==> src/rtl/core/sbr_pkg.sv <==
`timescale 1ns / 1ps
package sbr_pkg;

  localparam int unsigned MaxChannels = 4096;
  localparam int unsigned CntW        = 13;
  localparam int unsigned DivSteps    = 78;

  // register indexes
  localparam logic [1:0] CFG_RED  = 2'd0;
  localparam logic [1:0] CFG_BASE = 2'd1;
  localparam logic [1:0] CFG_LOW  = 2'd2;
  localparam logic [1:0] CFG_HIGH = 2'd3;

  // reduction and baseline codes
  localparam logic       RED_SUM  = 1'b0;
  localparam logic       RED_TRAP = 1'b1;
  localparam logic [1:0] BL_MIN   = 2'd1;
  localparam logic [1:0] BL_LIN   = 2'd2;

  localparam logic [63:0] ValMax = 64'h7FFF_FFFF_FFFF_FFFF;
  localparam logic [63:0] ValMin = 64'h8000_0000_0000_0000;

  // band snapshot handed from front to back
  typedef struct packed {
    logic               red;
    logic [1:0]         bl;
    logic [27:0]        isum;
    logic [63:0]        trap;
    logic               clip;
    logic signed [45:0] offs;
    logic [15:0]        bmin;
    logic [CntW-1:0]    cnt;
    logic [15:0]        ei;
    logic [31:0]        ep;
    logic [15:0]        iv;
    logic [31:0]        pv;
  } snap_t;

  // clamp to the signed 64-bit range, top bit flags a clamp
  function automatic logic [64:0] sat64(input logic signed [66:0] t);
    logic [64:0] r;
    if (t > $signed({3'b000, ValMax})) r = {1'b1, ValMax};
    else if (t < $signed({3'b111, ValMin})) r = {1'b1, ValMin};
    else r = {1'b0, t[63:0]};
    return r;
  endfunction

endpackage

==> src/rtl/core/sbr_queue.sv <==
`timescale 1ns / 1ps
module sbr_queue (
  input  logic            clk_i,
  input  logic            rst_ni,
  input  logic            push_i,
  input  sbr_pkg::snap_t  data_i,
  output logic            full_o,
  input  logic            pop_i,
  output sbr_pkg::snap_t  data_o,
  output logic            empty_o
);
  import sbr_pkg::*;

  snap_t       mem_q [2];
  logic        wp_q, rp_q;
  logic [1:0]  cnt_q;
  logic        do_push, do_pop;

  assign full_o  = cnt_q == 2'd2;
  assign empty_o = cnt_q == 2'd0;
  assign do_push = push_i && !full_o;
  assign do_pop  = pop_i && !empty_o;
  assign data_o  = mem_q[rp_q];

  always_ff @(posedge clk_i) begin
    if (do_push) mem_q[wp_q] <= data_i;
  end

  // pointers and fill count
  always_ff @(posedge clk_i or negedge rst_ni) begin
    if (!rst_ni) begin
      wp_q  <= 1'b0;
      rp_q  <= 1'b0;
      cnt_q <= 2'd0;
    end else begin
      if (do_push) wp_q <= !wp_q;
      if (do_pop)  rp_q <= !rp_q;
      cnt_q <= cnt_q + {1'b0, do_push} - {1'b0, do_pop};
    end
  end

  a_no_overfill: assert property (@(posedge clk_i) disable iff (!rst_ni)
    cnt_q != 2'd3) else $error("queue count out of range");
  a_ptr_match: assert property (@(posedge clk_i) disable iff (!rst_ni)
    (cnt_q == 2'd0 || cnt_q == 2'd2) |-> wp_q == rp_q) else $error("queue pointers skewed");
  a_push_grows: assert property (@(posedge clk_i) disable iff (!rst_ni)
    (do_push && !do_pop) |=> cnt_q == $past(cnt_q) + 2'd1) else $error("push lost");

endmodule

==> config.mk <==
export PLATFORM = sky130hd
export DESIGN_NAME = sbr_queue
export DESIGN_NICKNAME = d
export VERILOG_FILES = /design/src/rtl/core/sbr_pkg.sv /design/src/rtl/core/sbr_queue.sv
export SDC_FILE = /design/constraint.sdc
export NUM_CORES = 1
export LEC_CHECK = 0
export BUFFER_PORTS_ARGS = -buffer_cell sky130_fd_sc_hd__buf_2
export CAP_MARGIN = 20
export CORE_UTILIZATION = 39
export CTS_CLUSTER_SIZE = 20
export DETAILED_ROUTE_END_ITERATION = 12
export PLACE_DENSITY_LB_ADDON = 0.1
export SYNTH_ARGS = -nofsm -noshare
export SYNTH_HDL_FRONTEND = slang
export SYNTH_SLANG_ARGS = --single-unit
==> constraint.sdc <==
create_clock -name clk_i -period 13.2 [get_ports clk_i]
set_clock_uncertainty 0.05 [all_clocks]
set_input_delay 3.96 -clock clk_i [delete_from_list [all_inputs] [get_ports clk_i]]
set_output_delay 3.96 -clock clk_i [all_outputs]
set_load 0.05 [all_outputs]
==> impl_metrics.tcl <==
set metrics [dict create \
    status "finished, final reports clean" \
    ys_seq_area_frac 0.795 \
    critPathRequiredTime_ps 9190 \
    drv_slew 0 \
    grt_use_total 0.175 \
    ys_ff_latch 538 \
    hold_viol 0 \
    wl_per_cell_um 22.1 \
    row_count 83 \
    antenna_found_initial 20 \
    cap_violations 0 \
    worstMarginPinSlew_ps 1420 \
    place_area_um2 23700 \
    fin_cells 2169 \
    clock_path_buffers 3 \
    fp.dieArea_um2 53000 \
    multi_input_area_um2 3860 \
    drt_iter0_drc 468 \
    cts_setup_buffers 0 \
    power_density_nw_per_um2 272 \
    pre_cts_ws_ps 6340 \
    ir_worst_vdd_mv 0.192 \
    grt_pass1_wl_um 67500 \
    rsz0062_at_grt "no" \
    p_leak_nw 10.1 \
    design.core.area_um2 51400 \
    initial_core_util 0.395 \
    fmax_mhz 143 \
    clockRootBuffer "clkbuf_16" \
    dp_cells 2051 \
    cts_tree "yes" \
    tns_ps 0 \
    areaGrowthSynthToFinish_pct 25.9 \
    vias_per_cell 4.64 \
    fin_crit_ps 7010 \
    cts_num_sinks 538 \
    overflow 0 \
    yosysUniqueCellTypes 15 \
    clk_latency_ps 600 \
    first_pass_iters 4 \
    globalplace.congestion 0.799 \
    wirelength_um 48000 \
    fill_cells 4359 \
    fin_nets 1705 \
    finalCritPeriodShare 0.531 \
    slew_headroom 0.0532 \
    cts_hold_buf 0 \
    ff_latch_area_um2 16100 \
    cp-end-kind "output pin" \
    ant_nets 0 \
    total_power_w 0.00695 \
    path_max_fanout 143 \
    grt_pass1_vias 10300 \
    syn_nets 1122 \
    hp-class "reg -> reg" \
    portBuffers 539 \
    die_w_um 230 \
    arrival_ps 3000 \
    postSynthCellCount 849 \
    final_cell_area_um2 25600 \
    place.detailed.hpwl_um 33100 \
    vias 10100 \
    syn_avg_cell_area_um2 23.9 \
    worstHoldPathCells 1 \
    io_pins 540 \
    yosysWarnings 0 \
    grt_start_max_net_pins 144 \
    path_class "reg -> out" \
    setup_viol 0 \
    drive_gt1_frac 0.604 \
    cts_buffers 57 \
    critPathLaunchType "register" \
    ctsHtreeMaxLevel 2 \
    drcViolationCount 0 \
    fp.dieH_um 230 \
    cts_resized 0 \
    setup_slack_ps 6190 \
    final_cell_mix "buf_2 (539), edfxtp_1 (534), mux2_4 (201), mux2_2 (66), clkbuf_16 (59)" \
    r2r_cells 6 \
    clk_pin_slew_ps 60 \
    syn_area_um2 20300 \
    layout_commonest_cell "buf_2" \
]
==> worst max-delay path, cell delays in order, from the launching register on <==
cell and delay [ps]:
dfrtp_4 670, buf_12 550, mux2_2 440, buf_2 220
==> cell usage after synthesis <==
cell type | instances | share of area
edfxtp_1 | 534 | 0.79
mux2_4 | 201 | 0.15
mux2_2 | 66 | 0.037
buf_6 | 26 | 0.014
buf_2 | 4 | 0.00099
dfrtp_1 | 4 | 0.0049
xnor2_1 | 3 | 0.0013
ha_1 | 2 | 0.0012
inv_1 | 2 | 0.00037
nor2_1 | 2 | 0.00037
and3_1 | 1 | 0.00031
nand2_1 | 1 | 0.00018
nand2b_1 | 1 | 0.00031
nor2b_1 | 1 | 0.00031
xor2_1 | 1 | 0.00043
==> cell families after synthesis <==
kind of cell,share of synthesized area
muxes,0.185
DFF,0.795
buffers and inverters,0.0158
and+or+nand+nor,0.00148
xor gates and xnor gates,0.00173
adders and majority gates,0.00123
==> path summary, 6_finish.rpt <==
kind                               startpoint                 endpoint  slack [ps]
setup / recovery             rp_q$_DFFE_PN0P_              data_o[249]        6190
hold / removal             cnt_q[1]$_DFF_PN0_       cnt_q[1]$_DFF_PN0_         460
setup reg to reg           cnt_q[1]$_DFF_PN0_  mem_q[0][170]$_DFFE_PP_       10440
hold reg to reg            cnt_q[1]$_DFF_PN0_       cnt_q[1]$_DFF_PN0_         460
max in group asynchronous              rst_ni         rp_q$_DFFE_PN0P_        9860
min in group asynchronous              rst_ni       cnt_q[1]$_DFF_PN0_        3110
==> flip-flops by register name (all words and copies together), names as in the netlist <==
register	cells
rp_q	1
mem_q	534
cnt_q	2
wp_q	1
==> final cells by class <==
type	count	area share
flip-flops and latches	538	0.631
diodes	11	0.00108
clock buffers	74	0.0600
clock inverters	31	0.00808
repair buffers	554	0.115
inverters	2	0.000294
well taps	680	0.0333
multi-input cells	279	0.151
==> routing by layer <==
layer | GRT usage | vias to the layer above | routed length [um]
met1 | 0.216 | 5000 | 19200
met3 | 0.0596 | 87 | 3830
met4 | 0.0650 | 18 | 1350
met2 | 0.285 | 370 | 23500
met5 | 0 | - | 126
li1 | - | 4580 | -
==> through the flow <==
step,utilization,hold WS [ps]
floorplan,-,418
global placement,0.460,437
detailed placement,0.462,463
CTS,0.496,470
global route,0.497,495
finish,0.497,461
==> power breakdown <==
group          total (W)  switching, W  leakage [nW]  internal, W
clock            0.00149      0.000622         0.846     0.000868
combinational    0.00302       0.00211          4.21     0.000912
sequential       0.00244      0.000101          5.00      0.00234
total            0.00695       0.00283          10.1      0.00412
No activity file was read; power rests on OpenSTA's default activity.
