`src/rtl/core/sbr_pkg.sv`:
```
`timescale 1ns / 1ps
package sbr_pkg;

  localparam int unsigned MaxChannels = 4096;
  localparam int unsigned CntW        = 13;
  localparam int unsigned DivSteps    = 78;

  // register indexes
  localparam logic [1:0] CFG_RED  = 2'd0;
  localparam logic [1:0] CFG_BASE = 2'd1;
  localparam logic [1:0] CFG_LOW  = 2'd2;
  localparam logic [1:0] CFG_HIGH = 2'd3;

  // reduction and baseline codes
  localparam logic       RED_SUM  = 1'b0;
  localparam logic       RED_TRAP = 1'b1;
  localparam logic [1:0] BL_MIN   = 2'd1;
  localparam logic [1:0] BL_LIN   = 2'd2;

  localparam logic [63:0] ValMax = 64'h7FFF_FFFF_FFFF_FFFF;
  localparam logic [63:0] ValMin = 64'h8000_0000_0000_0000;

  // band snapshot handed from front to back
  typedef struct packed {
    logic               red;
    logic [1:0]         bl;
    logic [27:0]        isum;
    logic [63:0]        trap;
    logic               clip;
    logic signed [45:0] offs;
    logic [15:0]        bmin;
    logic [CntW-1:0]    cnt;
    logic [15:0]        ei;
    logic [31:0]        ep;
    logic [15:0]        iv;
    logic [31:0]        pv;
  } snap_t;

  // clamp to the signed 64-bit range, top bit flags a clamp
  function automatic logic [64:0] sat64(input logic signed [66:0] t);
    logic [64:0] r;
    if (t > $signed({3'b000, ValMax})) r = {1'b1, ValMax};
    else if (t < $signed({3'b111, ValMin})) r = {1'b1, ValMin};
    else r = {1'b0, t[63:0]};
    return r;
  endfunction

endpackage

```
`src/rtl/core/sbr_front.sv`:
```
`timescale 1ns / 1ps
module sbr_front (
  input  logic            clk_i,
  input  logic            rst_ni,
  input  logic            push_i,
  output logic            full_o,
  input  logic [11:0]     ch_i,
  input  logic [15:0]     iv_i,
  input  logic [31:0]     pv_i,
  input  logic            cfg_valid_i,
  output logic            cfg_ready_o,
  input  logic [1:0]      cfg_index_i,
  input  logic [11:0]     cfg_data_i,
  input  logic            q_full_i,
  output logic            q_push_o,
  output sbr_pkg::snap_t  q_data_o
);
  import sbr_pkg::*;

  typedef enum logic [1:0] {F_IDLE, F_CALC, F_ADD, F_PUSH} fstate_e;

  fstate_e            state_q;
  logic               red_q;
  logic [1:0]         bl_q;
  logic [11:0]        rlo_q, rhi_q;
  logic [11:0]        ch_q;
  logic [15:0]        iv_q;
  logic [31:0]        pv_q;
  logic               emit_q;
  logic [48:0]        prod_q;
  logic               pneg_q;
  logic [27:0]        isum_q;
  logic [63:0]        trap_q;
  logic               clip_q;
  logic signed [45:0] offs_q;
  logic [15:0]        bmin_q, ei_q, pi_q;
  logic [31:0]        ep_q, pp_q;
  logic [CntW-1:0]    cnt_q;

  // classify the latched word and form its deltas, product and trapezoid sum
  logic [11:0] lo, hi;
  logic        in_band, is_lo, is_hi, room;
  logic [32:0] dpp, dep;
  logic [31:0] dmag;
  logic [48:0] prod;
  logic signed [66:0] tsum;
  logic [64:0] tsat;

  always_comb begin
    lo      = (rlo_q < rhi_q) ? rlo_q : rhi_q;
    hi      = (rlo_q < rhi_q) ? rhi_q : rlo_q;
    in_band = !(ch_q < lo || ch_q > hi);
    is_lo   = ch_q == lo;
    is_hi   = ch_q == hi;
    room    = is_hi ? (cnt_q < CntW'(MaxChannels)) : (cnt_q < CntW'(MaxChannels - 1));
    dpp     = {1'b0, pv_q} - {1'b0, pp_q};
    dmag    = dpp[32] ? 32'(-dpp) : dpp[31:0];
    prod    = 49'(dmag) * 49'({1'b0, pi_q} + {1'b0, iv_q});
    dep     = {1'b0, pv_q} - {1'b0, ep_q};
    tsum    = pneg_q ? $signed({{3{trap_q[63]}}, trap_q}) - $signed({18'd0, prod_q})
                     : $signed({{3{trap_q[63]}}, trap_q}) + $signed({18'd0, prod_q});
    tsat    = sat64(tsum);
  end

  assign full_o      = state_q != F_IDLE;
  assign cfg_ready_o = 1'b1;
  assign q_push_o    = (state_q == F_PUSH) && !q_full_i;

  always_comb begin
    q_data_o = '{red: red_q, bl: bl_q, isum: isum_q, trap: trap_q, clip: clip_q,
                 offs: offs_q, bmin: bmin_q, cnt: cnt_q, ei: ei_q, ep: ep_q,
                 iv: iv_q, pv: pv_q};
  end

  always_ff @(posedge clk_i or negedge rst_ni) begin
    if (!rst_ni) begin
      state_q <= F_IDLE;
      red_q   <= RED_SUM;
      bl_q    <= '0;
      rlo_q   <= '0;
      rhi_q   <= '0;
      emit_q  <= 1'b0;
      isum_q  <= '0;
      trap_q  <= '0;
      clip_q  <= 1'b0;
      offs_q  <= '0;
      bmin_q  <= '1;
      ei_q    <= '0;
      ep_q    <= '0;
      pi_q    <= '0;
      pp_q    <= '0;
      cnt_q   <= '0;
    end else begin
      // register writes
      if (cfg_valid_i) begin
        case (cfg_index_i)
          CFG_RED:  red_q <= cfg_data_i[0];
          CFG_BASE: bl_q  <= cfg_data_i[1:0];
          CFG_LOW:  rlo_q <= cfg_data_i;
          CFG_HIGH: rhi_q <= cfg_data_i;
          default:  ;
        endcase
      end
      case (state_q)
        F_IDLE: begin
          if (push_i) begin
            ch_q    <= ch_i;
            iv_q    <= iv_i;
            pv_q    <= pv_i;
            state_q <= F_CALC;
          end
        end
        F_CALC: begin
          emit_q <= is_hi;
          if (!in_band) begin
            state_q <= F_IDLE;
          end else if (is_lo) begin
            isum_q  <= 28'(iv_q);
            trap_q  <= '0;
            clip_q  <= 1'b0;
            offs_q  <= '0;
            bmin_q  <= iv_q;
            ei_q    <= iv_q;
            ep_q    <= pv_q;
            pi_q    <= iv_q;
            pp_q    <= pv_q;
            cnt_q   <= CntW'(1);
            state_q <= is_hi ? F_PUSH : F_IDLE;
          end else if (room) begin
            isum_q  <= isum_q + 28'(iv_q);
            prod_q  <= prod;
            pneg_q  <= dpp[32];
            offs_q  <= offs_q + $signed({{13{dep[32]}}, dep});
            if (iv_q < bmin_q) bmin_q <= iv_q;
            pi_q    <= iv_q;
            pp_q    <= pv_q;
            cnt_q   <= cnt_q + CntW'(1);
            state_q <= F_ADD;
          end else begin
            state_q <= is_hi ? F_PUSH : F_IDLE;
          end
        end
        F_ADD: begin
          trap_q  <= tsat[63:0];
          if (tsat[64]) clip_q <= 1'b1;
          state_q <= emit_q ? F_PUSH : F_IDLE;
        end
        F_PUSH: begin
          if (!q_full_i) state_q <= F_IDLE;
        end
        default: state_q <= F_IDLE;
      endcase
    end
  end

endmodule

```
`config.mk`:
```
export PLATFORM = sky130hd
export DESIGN_NAME = sbr_front
export DESIGN_NICKNAME = d
export VERILOG_FILES = /design/src/rtl/core/sbr_pkg.sv /design/src/rtl/core/sbr_front.sv
export SDC_FILE = /design/constraint.sdc
export NUM_CORES = 2
export LEC_CHECK = 0
export BUFFER_PORTS_ARGS = -buffer_cell sky130_fd_sc_hd__clkbuf_2
export CAP_MARGIN = 20
export CORE_MARGIN = 4
export CORE_UTILIZATION = 57
export CTS_BUF_LIST = sky130_fd_sc_hd__clkbuf_4
export DETAILED_ROUTE_END_ITERATION = 6
export PLACE_DENSITY = 0.76
export SLEW_MARGIN = 20
export SYNTH_ARGS = -nofsm -noshare
export SYNTH_HDL_FRONTEND = slang
export SYNTH_SLANG_ARGS = --single-unit
```
`constraint.sdc`:
```
create_clock -name clk_i -period 10.54 [get_ports clk_i]
set_clock_uncertainty 0.1 [all_clocks]
set_input_delay 1.054 -clock clk_i [delete_from_list [all_inputs] [get_ports clk_i]]
set_output_delay 1.054 -clock clk_i [all_outputs]
set_load 0.03 [all_outputs]
```
==> results.tsv <==
stage	metric	value	unit
setup_path	CP Class	reg -> reg	
clock_tree	Sink Count	404	
synthesis	syn_nets	6096	
sta	final worst path period share	96.26	%
drt	# DRC	0	
clock_tree	Worst-path clk slew	80	ps
drt	routed vias	39265	
global_routing	initial antenna violation count	5	
final_layout	Final nets	6491	
clock_tree	# H-tree levels	3	
sta	final setup violation count	0	
final_layout	Layout Area Growth over Synthesis	11.27	%
synthesis	Post-Syn Area	46050	sq um
clock_tree	clock root buffer master	clkbuf_4	
global_routing	global-route wire length before repair	209100	microns
sta	Period minus WS final	10150	ps
setup_path	R2R depth	31	
setup_path	type of destination of the critical path	register	
sta	Slew Limit Headroom	25.26	%
die	die area	85390	sq um
placement	RD Place Congestion	0.9887	
synthesis	top cells by instance count after synthesis	inv_1, nand2_1, fa_1, nor2_1, ha_1	
final_layout	Final Util	64.43	%
drt	TritonRoute pass-1 iters	6	
placement	Port Buffers	347	
setup_path	max incr delay on CP	630	ps
setup_path	worst endpoint required time	11040	ps
sta	Least-Margin Pin Slew	1116	ps
sta	final max-slew violation count	0	
die	core footprint	79520	sq um
drt	wire length on met2	61400	microns
placement	Placed Cells	6509	
setup_path	Crit path top cell by count	fa_1	
sta	Max Fclk	98.56	MHz
clock_tree	CTS tree	done	
final_layout	filler instances	6710	
clock_tree	TritonCTS Buffers	108	
setup_path	Critical Path Start Type	register	
global_routing	GRT Overall Usage	30.24	%
synthesis	Yosys Warn Count	0	
synthesis	share of synthesized registers carrying an async set or reset	72.77	%
placement	DP HPWL	102700	microns
synthesis	sequential cell area fraction in the yosys report	23.20	%
final_layout	share of layout cells above drive strength 1	14.70	%
hold_path	hold depth	1	
synthesis	#FFs+latches synth	404	
drt	routed wire length	129700	microns
synthesis	Area contributors post-synth	fa_1, dfrtp_1, ha_1, edfxtp_1, inv_1	
die	Initial Util	57.91	%
synthesis	cell taking the most area after synthesis	fa_1	
drt	DRT iter0 DRCs	2915	
drt	met3 WL post-DR	10240	microns
synthesis	Mapped Cells	5181	
drt	routed len/inst	19.30	microns
die	I/O pins	349	
synthesis	top-area cell type share of the netlist area	19.78	%
synthesis	synth unique cells	100	
clock_tree	clk_lat worst skew	950	ps
setup_path	CP Max Fanout	7	
clock_tree	clk buf depth	3	
synthesis	Synth Flop Type	dfrtp_1	
drt	vias per cell	5.842	
drt	met1 wire length	52160	microns
synthesis	mean post-synth cell area	8.887	sq um
synthesis	top-count cell post-synth	inv_1	
run_status	status	complete, no violations	
drt	top layer in use	met5	
job	max_cap viols	0	
setup_path	CP max stage cell	fa_2	
final_layout	fin cells	6721	
die	# rows	103	
global_routing	largest net degree at the start of global routing	131	
global_routing	Remaining Overflow, GRT	0	
die	Die W	292.2	microns
setup_path	critical path arrival	10640	ps
sta	Final Hold Vio Count	0	
drt	Routed Antenna Nets	0	
hold_path	Hold Crit Class	in -> reg	
die	Chip Height	292.2	microns
synthesis	Post-synth EDFFs	110	
global_routing	vias in the first global route	39423	
## critical path: cells and delay by family (launching register included)
| kind | cells | cell delay [ps] |
|---|---|---|
| simple gates | 7 | 1740 |
| buf+inv | 5 | 440 |
| xor+xnor | 3 | 620 |
| fa+ha+maj | 8 | 3950 |
| compound gates | 8 | 2460 |
| flops | 1 | 480 |
## timing repair
item	CTS	global route
endpoints found under the hold margin	24	0
hold buffers	1	0
setup buffers	0	5
resized for setup	0	48
setup endpoints to repair	0	13
## flip-flops by register name, summed over array words and instances (netlist names), 28 cells and up
name    cells
ep_q       32
isum_q     28
offs_q     46
pp_q       32
prod_q     49
pv_q       32
trap_q     64
## placed cells by master (no fill, tap or decap), drive strengths merged, types with 47 or more instances in the layout
cell / n
a21o: 153
a21oi: 287
a221o: 61
buf: 138
clkbuf: 500
dfrtp: 278
edfxtp: 110
fa: 455
ha: 381
inv: 694
mux2: 47
nand2: 630
nand3: 67
nor2: 450
nor3: 74
o21a: 57
o21ai: 218
xnor2: 248
xor2: 86
## layer usage
layer,vias up,GRT usage (%)
li1,18296,-
met1,19013,38.50
met2,1613,50.61
met3,341,6.316
met4,2,12.32
met5,-,0
## metrics by stage
step / hold WS (ps) / TNS [ps] / area (sq um) / worst slack (ps)
4_1_cts: 80.87 / 0 / 50890 / 204.8
2_1_floorplan: 350.2 / 0 / 46050 / 612.3
3_5_place_dp: 364.8 / 0 / 49460 / 278.2
3_3_place_gp: 356.6 / 0 / 49460 / 451.6
5_1_grt: 92.52 / -19.57 / 51230 / -10.16
6_report: 180.2 / 0 / 51240 / 393.9
## path summary, 6_finish.rpt
path / slack, ps / from / end
max in group asynchronous: 8190 / rst_ni / trap_q[45]
worst max register to register: 390 / pv_q[1] / prod_q[46]
worst max-delay path: 390 / pv_q[1] / prod_q[46]
worst min-delay path: 180 / iv_i[15] / iv_q[15]
worst min register to register: 380 / ei_q[5] / ei_q[5]
min in group asynchronous: 640 / rst_ni / rhi_q[6]
## logic make-up (layout without fill, tap and decap cells)
| group | Yosys count | in the layout | synth area share [%] |
|---|---|---|---|
| compound gates | 1108 | 1108 | 16.17 |
| other cells | 1 | 6 | 0.008144 |
| simple gates | 1532 | 1532 | 14.84 |
| fa+ha+maj | 838 | 838 | 30.18 |
| buf+inv | 888 | 1373 | 7.350 |
| flops | 404 | 404 | 23.20 |
| mux | 76 | 76 | 1.780 |
| xor+xnor | 334 | 334 | 6.475 |
## cell type report
class / instances / area (sq um) / area share, %
sequential: 404 / 10680 / 20.85
clock inverter: 46 / 261.5 / 0.5104
timing repair buffer: 485 / 2805 / 5.475
inverter: 688 / 2582 / 5.040
tap: 1050 / 1314 / 2.564
clock buffer: 154 / 1156 / 2.256
multi-input combinational: 3889 / 32420 / 63.28
antenna: 5 / 12.51 / 0.02442
Power is not shown: default switching activity piles up to over one toggle a cycle in this logic, so the estimate is an artifact.
