### config.mk
export PLATFORM = sky130hd
export DESIGN_NAME = sbr_back
export DESIGN_NICKNAME = d
export VERILOG_FILES = /design/src/rtl/core/sbr_pkg.sv /design/src/rtl/core/sbr_back.sv
export SDC_FILE = /design/constraint.sdc
export NUM_CORES = 2
export LEC_CHECK = 0
export ABC_CLOCK_PERIOD_IN_PS = 44700
export BUFFER_PORTS_ARGS = -buffer_cell sky130_fd_sc_hd__buf_2
export CORE_AREA = 2 2 499 452
export DETAILED_ROUTE_END_ITERATION = 8
export DIE_AREA = 0 0 501 454
export PLACE_DENSITY = 0.52
export SYNTH_ARGS = -nofsm -noshare
export SYNTH_HDL_FRONTEND = slang
export SYNTH_SLANG_ARGS = --single-unit
### constraint.sdc
create_clock -name clk_i -period 44.7 [get_ports clk_i]
set_clock_uncertainty 0.2 [all_clocks]
set_input_delay 0 -clock clk_i [delete_from_list [all_inputs] [get_ports clk_i]]
set_output_delay 0 -clock clk_i [all_outputs]
set_load 0.01 [all_outputs]
### src/rtl/core/sbr_pkg.sv
`timescale 1ns / 1ps
package sbr_pkg;

  localparam int unsigned MaxChannels = 4096;
  localparam int unsigned CntW        = 13;
  localparam int unsigned DivSteps    = 78;

  // register indexes
  localparam logic [1:0] CFG_RED  = 2'd0;
  localparam logic [1:0] CFG_BASE = 2'd1;
  localparam logic [1:0] CFG_LOW  = 2'd2;
  localparam logic [1:0] CFG_HIGH = 2'd3;

  // reduction and baseline codes
  localparam logic       RED_SUM  = 1'b0;
  localparam logic       RED_TRAP = 1'b1;
  localparam logic [1:0] BL_MIN   = 2'd1;
  localparam logic [1:0] BL_LIN   = 2'd2;

  localparam logic [63:0] ValMax = 64'h7FFF_FFFF_FFFF_FFFF;
  localparam logic [63:0] ValMin = 64'h8000_0000_0000_0000;

  // band snapshot handed from front to back
  typedef struct packed {
    logic               red;
    logic [1:0]         bl;
    logic [27:0]        isum;
    logic [63:0]        trap;
    logic               clip;
    logic signed [45:0] offs;
    logic [15:0]        bmin;
    logic [CntW-1:0]    cnt;
    logic [15:0]        ei;
    logic [31:0]        ep;
    logic [15:0]        iv;
    logic [31:0]        pv;
  } snap_t;

  // clamp to the signed 64-bit range, top bit flags a clamp
  function automatic logic [64:0] sat64(input logic signed [66:0] t);
    logic [64:0] r;
    if (t > $signed({3'b000, ValMax})) r = {1'b1, ValMax};
    else if (t < $signed({3'b111, ValMin})) r = {1'b1, ValMin};
    else r = {1'b0, t[63:0]};
    return r;
  endfunction

endpackage

### src/rtl/core/sbr_back.sv
`timescale 1ns / 1ps
module sbr_back (
  input  logic            clk_i,
  input  logic            rst_ni,
  input  logic            q_empty_i,
  input  sbr_pkg::snap_t  q_data_i,
  output logic            q_pop_o,
  output logic            empty_o,
  input  logic            pop_i,
  output logic [63:0]     band_value_o,
  output logic            zero_span_o,
  output logic            saturated_o
);
  import sbr_pkg::*;

  typedef enum logic [2:0] {B_IDLE, B_M1, B_M2, B_DIV, B_FIN} bstate_e;

  bstate_e            state_q;
  snap_t              s_q;
  logic [31:0]        smag_q;
  logic               sneg_q, cneg_q;
  logic [48:0]        m1_q;
  logic [15:0]        dmag_q;
  logic [45:0]        omag_q;
  logic signed [46:0] acc_q;
  logic [77:0]        div_q;
  logic [32:0]        rem_q;
  logic [63:0]        quo_q;
  logic               huge_q;
  logic [6:0]         j_q;
  logic               ov_q;
  logic [63:0]        val_q;
  logic               zs_q, sat_q;

  // span, operand magnitudes, the shared multiplier select and the divider step
  logic [32:0] dsp, div_i;
  logic [16:0] mb;
  logic [31:0] ma;
  logic [30:0] sdiff;
  logic [33:0] rem_sh;
  logic        qbit;

  always_comb begin
    dsp   = {1'b0, s_q.pv} - {1'b0, s_q.ep};
    div_i = {1'b0, s_q.iv} - {1'b0, s_q.ei};
    if (s_q.red == RED_TRAP) begin
      ma = dsp[32] ? 32'(-dsp) : dsp[31:0];
      mb = (s_q.bl == BL_MIN) ? {s_q.bmin, 1'b0} : ({1'b0, s_q.iv} + {1'b0, s_q.ei});
    end else begin
      ma = (s_q.bl == BL_MIN) ? 32'(s_q.bmin) : (s_q.bl == BL_LIN) ? 32'(s_q.ei) : 32'd0;
      mb = 17'(s_q.cnt);
    end
    sdiff  = $signed({3'b000, s_q.isum}) - $signed({2'b00, m1_q[28:0]});
    rem_sh = {rem_q, div_q[77]};
    qbit   = rem_sh >= {2'b00, smag_q};
  end

  // final combine
  logic signed [66:0] tsum, ttrap;
  logic [64:0]        rs, rt;
  logic               tclip, tneg;
  logic [64:0]        tmag;
  logic [63:0]        thalf;
  logic [63:0]        fval;
  logic               fzs, fsat;

  always_comb begin
    tsum  = cneg_q ? $signed({{20{acc_q[46]}}, acc_q}) + $signed({3'b000, quo_q})
                   : $signed({{20{acc_q[46]}}, acc_q}) - $signed({3'b000, quo_q});
    rs    = sat64(tsum);
    if (s_q.bl == BL_MIN || s_q.bl == BL_LIN)
      ttrap = sneg_q ? $signed({{3{s_q.trap[63]}}, s_q.trap}) + $signed({18'd0, m1_q})
                     : $signed({{3{s_q.trap[63]}}, s_q.trap}) - $signed({18'd0, m1_q});
    else
      ttrap = $signed({{3{s_q.trap[63]}}, s_q.trap});
    rt    = sat64(ttrap);
    tclip = s_q.clip || rt[64];
    tneg  = rt[63];
    tmag  = tneg ? 65'(65'd0 - {1'b1, rt[63:0]}) : {1'b0, rt[63:0]};
    thalf = tmag[64:1];
    fzs   = 1'b0;
    fsat  = 1'b0;
    if (s_q.red == RED_TRAP) begin
      if (tclip) begin
        fsat = 1'b1;
        fval = tneg ? ValMin : ValMax;
      end else begin
        fval = tneg ? 64'(-thalf) : thalf;
      end
    end else if (s_q.bl != BL_LIN) begin
      fval = 64'($signed(acc_q));
    end else if (smag_q == '0) begin
      fzs  = 1'b1;
      fval = '0;
    end else if (huge_q) begin
      fsat = 1'b1;
      fval = cneg_q ? ValMax : ValMin;
    end else begin
      fsat = rs[64];
      fval = rs[63:0];
    end
  end

  assign q_pop_o      = (state_q == B_IDLE) && !q_empty_i;
  assign empty_o      = !ov_q;
  assign band_value_o = val_q;
  assign zero_span_o  = zs_q;
  assign saturated_o  = sat_q;

  always_ff @(posedge clk_i or negedge rst_ni) begin
    if (!rst_ni) begin
      state_q <= B_IDLE;
      ov_q    <= 1'b0;
    end else begin
      if (pop_i && ov_q) ov_q <= 1'b0;
      case (state_q)
        B_IDLE: begin
          if (!q_empty_i) begin
            s_q     <= q_data_i;
            state_q <= B_M1;
          end
        end
        B_M1: begin
          smag_q  <= dsp[32] ? 32'(-dsp) : dsp[31:0];
          sneg_q  <= dsp[32];
          m1_q    <= 49'(ma) * 49'(mb);
          dmag_q  <= div_i[32] ? 16'(-div_i) : div_i[15:0];
          omag_q  <= s_q.offs[45] ? 46'(-s_q.offs) : 46'(s_q.offs);
          cneg_q  <= div_i[32] ^ s_q.offs[45] ^ dsp[32];
          state_q <= B_M2;
        end
        B_M2: begin
          acc_q   <= $signed({sdiff, 16'd0});
          div_q   <= {62'(omag_q) * 62'(dmag_q), 16'd0};
          rem_q   <= '0;
          quo_q   <= '0;
          huge_q  <= 1'b0;
          j_q     <= 7'(DivSteps - 1);
          state_q <= (s_q.red == RED_SUM && s_q.bl == BL_LIN && smag_q != '0) ? B_DIV : B_FIN;
        end
        B_DIV: begin
          // one quotient bit per cycle, restoring
          rem_q <= qbit ? 33'(rem_sh - {2'b00, smag_q}) : rem_sh[32:0];
          quo_q <= {quo_q[62:0], qbit};
          if (qbit && j_q >= 7'd64) huge_q <= 1'b1;
          div_q <= {div_q[76:0], 1'b0};
          if (j_q == '0) state_q <= B_FIN;
          else j_q <= j_q - 7'd1;
        end
        B_FIN: begin
          if (!ov_q) begin
            val_q   <= fval;
            zs_q    <= fzs;
            sat_q   <= fsat;
            ov_q    <= 1'b1;
            state_q <= B_IDLE;
          end
        end
        default: state_q <= B_IDLE;
      endcase
    end
  end

  a_zs_clean: assert property (@(posedge clk_i) disable iff (!rst_ni)
    (ov_q && zs_q) |-> (val_q == '0 && !sat_q)) else $error("zero span result not clean");
  a_div_span: assert property (@(posedge clk_i) disable iff (!rst_ni)
    state_q == B_DIV |-> smag_q != '0) else $error("divide by zero span");
  a_take_idle: assert property (@(posedge clk_i) disable iff (!rst_ni)
    q_pop_o |=> state_q == B_M1) else $error("snapshot not taken");

endmodule

==> out/metrics.yaml <==
run:
  drv_cap: 0
clock_tree:
  cts_inserted_buffers: 89
  path_clk_slew_ns: 0.07
  insertion_delay_ns: 0.77
  cts_max_level: 3
  cts_sinks: 679
  cts_resized: 0
  cts-root-buf: "clkbuf_16"
  cts_tree: "done"
  ctsLongestPathBuffers: 3
die:
  fp.dieW_um: 501
  rows: 165
  start_util: 0.397
  core_mm2: 0.223
  io_pins: 339
  dieArea_mm2: 0.227
  die_h_um: 454
timing:
  rsz0062_at_grt: "no"
  hold_viol_final: 0
  setup_viol: 0
  timing.fmax_mhz: 72.3
  maxSlewViolCount: 0
  setup-tns-final_ns: 0
  post-route-period-util: 0.309
  worst_pin_slew_ns: 1.41
  max_slew_margin: 0.0580
  period_minus_slack_ns: 13.83
routing:
  wire_per_inst_um: 23.2
  first_iter_violations: 6467
  ant_nets: 0
  drt_wl_total_mm: 313
  drc: 0
  vias_per_cell: 5.56
  firstDrtPassIters: 7
  num_vias: 75100
critical_path:
  r2r_end: "m1_q[48]"
  critical_path_class: "reg2reg"
  end_kind: "register"
  crit_end: "m1_q[48]"
  max_stage_delay_ns: 0.90
  cpMaxStageDelayCell: "a2111oi_0"
  r2r_cells: 52
  cp.arrival_ns: 14.13
  path_max_fanout: 18
  start_kind: "register"
  reg2reg_slack_ns: 30.87
  startpoint: "s_q[48]"
  crit_top_cell: "a21oi_1"
  required_ns: 45.00
  r2r-start: "s_q[48]"
logic_synthesis:
  synth_cell_types: 119
  synth_edf_count: 675
  synth-main-ff-cell: "edfxtp_1"
  synth_area_mm2: 0.0885
  async_flop_share: 0.00589
  synth-seq-area-share: 0.230
  synth_area_per_cell_um2: 8.98
  synth_seq_cells: 679
  synth_nets: 11800
  postSynthCellCount: 9856
  yosys_warnings: 0
global_route:
  track_usage: 0.271
  grt_pass1_vias: 74300
  grt_max_degree: 146
  grt_antenna_before_repair: 18
  grt_pass1_wl_mm: 468
  grt_overflow_total: 0
finish:
  synthToLayoutAreaGrowth_pct: 15.1
  layout-drive-gt1-share: 0.0739
  fin_nets: 12400
placement:
  gp_congestion: 0.971
  portBuffers: 338
  dp_hpwl_mm: 239
run_status:
  outcome: "completed"
min_path:
  hp-class: "in2async"
==> synthesized netlist by cell type (all sizes together) (144+ instances only) <==
cell,instances,area share
a21oi,534,0.030
clkbuf,393,0.017
inv,1441,0.061
fa,1070,0.24
xnor2,355,0.035
nor2,679,0.029
o21ai,418,0.024
and2,303,0.021
nor3,156,0.0091
a21o,159,0.013
edfxtp,675,0.23
xor2,144,0.014
nand2,1317,0.056
ha,569,0.080
==> routing by layer <==
metal,share of wire,global-route usage,vias up
li1,-,-,34100
met1,0.46,0.395,37900
met2,0.44,0.413,2680
met3,0.074,0.0473,379
met4,0.030,0.0742,2
met5,0.000042,0,-
==> layout make-up <==
cell class                 count  area, um^2
clock buffer                  95        2250
inverter                    1443        5420
antenna                        3        7.51
clock inverter                71         831
fill                       21400      121000
multi-input combinational   7275       61200
sequential                   679       20400
timing repair buffer        1018        8170
tap                         2922        3660
==> placed cells by master (no fill, tap or decap), types with 75 or more instances in the layout <==
cell / count
nand2_1: 1315
edfxtp_1: 675
a21o_1: 159
nor2b_1: 79
nor3_1: 150
and2_1: 302
inv_1: 1437
o21ai_0: 403
nor2_1: 670
nand4_1: 75
xnor2_1: 346
buf_4: 138
fa_1: 1070
a21oi_1: 533
xor2_1: 143
clkbuf_16: 89
nand3_1: 112
dlygate4sd3_1: 540
ha_1: 567
buf_2: 338
a31oi_1: 82
==> cells by family (layout without fill, tap and decap cells) <==
group           count (synthesis)  in the layout  share of synthesized area
fa+ha+maj                    1652           1652                      0.324
other cells                     0              3                          0
simple gates                 3156           3156                      0.168
buf+inv                      1902           2627                     0.0814
compound gates               1886           1886                      0.138
mux                            82             82                    0.00943
flops                         679            679                      0.230
xor+xnor                      499            499                     0.0495
==> worst min-delay path by stage <==
stage               startpoint    to  slack [ns]  depth (start not counted)
floorplan               rst_ni  ov_q       -0.50                          0
global placement        rst_ni  ov_q       -0.36                          1
detailed placement      rst_ni  ov_q       -0.35                          1
CTS                     rst_ni  ov_q        0.03                          3
global route            rst_ni  ov_q        0.09                          3
finish                  rst_ni  ov_q        0.08                          3
==> flip-flops by register name (all words and copies together), names as in the netlist <==
name and flops:
rem_q 33, zero_span_o 1, omag_q 46, quo_q 64, j_q 7, m1_q 49
huge_q 1, saturated_o 1, cneg_q 1, band_value_o 64, dmag_q 16, state_q 3
div_q 62, smag_q 32, s_q 267, acc_q 30, sneg_q 1, ov_q 1
==> worst max-delay path: cells and delay by family, from the launching register on <==
kind / cells / cell delay [ns]
AO/OA/AOI/OAI: 29 / 7.33
adder cells (fa/ha/maj): 9 / 3.19
buffers and inverters: 8 / 1.21
AND/OR/NAND/NOR: 5 / 1.10
flip-flops: 1 / 0.36
XOR/XNOR: 1 / 0.13
==> repair_timing <==
| action | in CTS | in global routing |
|---|---|---|
| hold buffers | 540 | 0 |
| setup endpoints to repair | 0 | 0 |
| buffers inserted | 0 | 0 |
| hold endpoints to repair | 324 | 0 |
==> through the flow <==
step           hold slack, ns  area [um^2]  std cells  worst slack, ns  utilization
2_1_floorplan          -0.496        88500       9856            23.01            -
3_3_place_gp           -0.358        93400      12800            30.88        0.419
3_5_place_dp           -0.353        93400      12800            30.99        0.419
4_1_cts                0.0332       102000      13500            30.87        0.457
5_1_grt                0.0856       102000      13500            29.62        0.457
6_report               0.0816       102000      13500            30.87        0.457
Power is left out: the tool's default activity adds up to more than one toggle a clock period on the data nets, which glitch-free logic cannot reach.
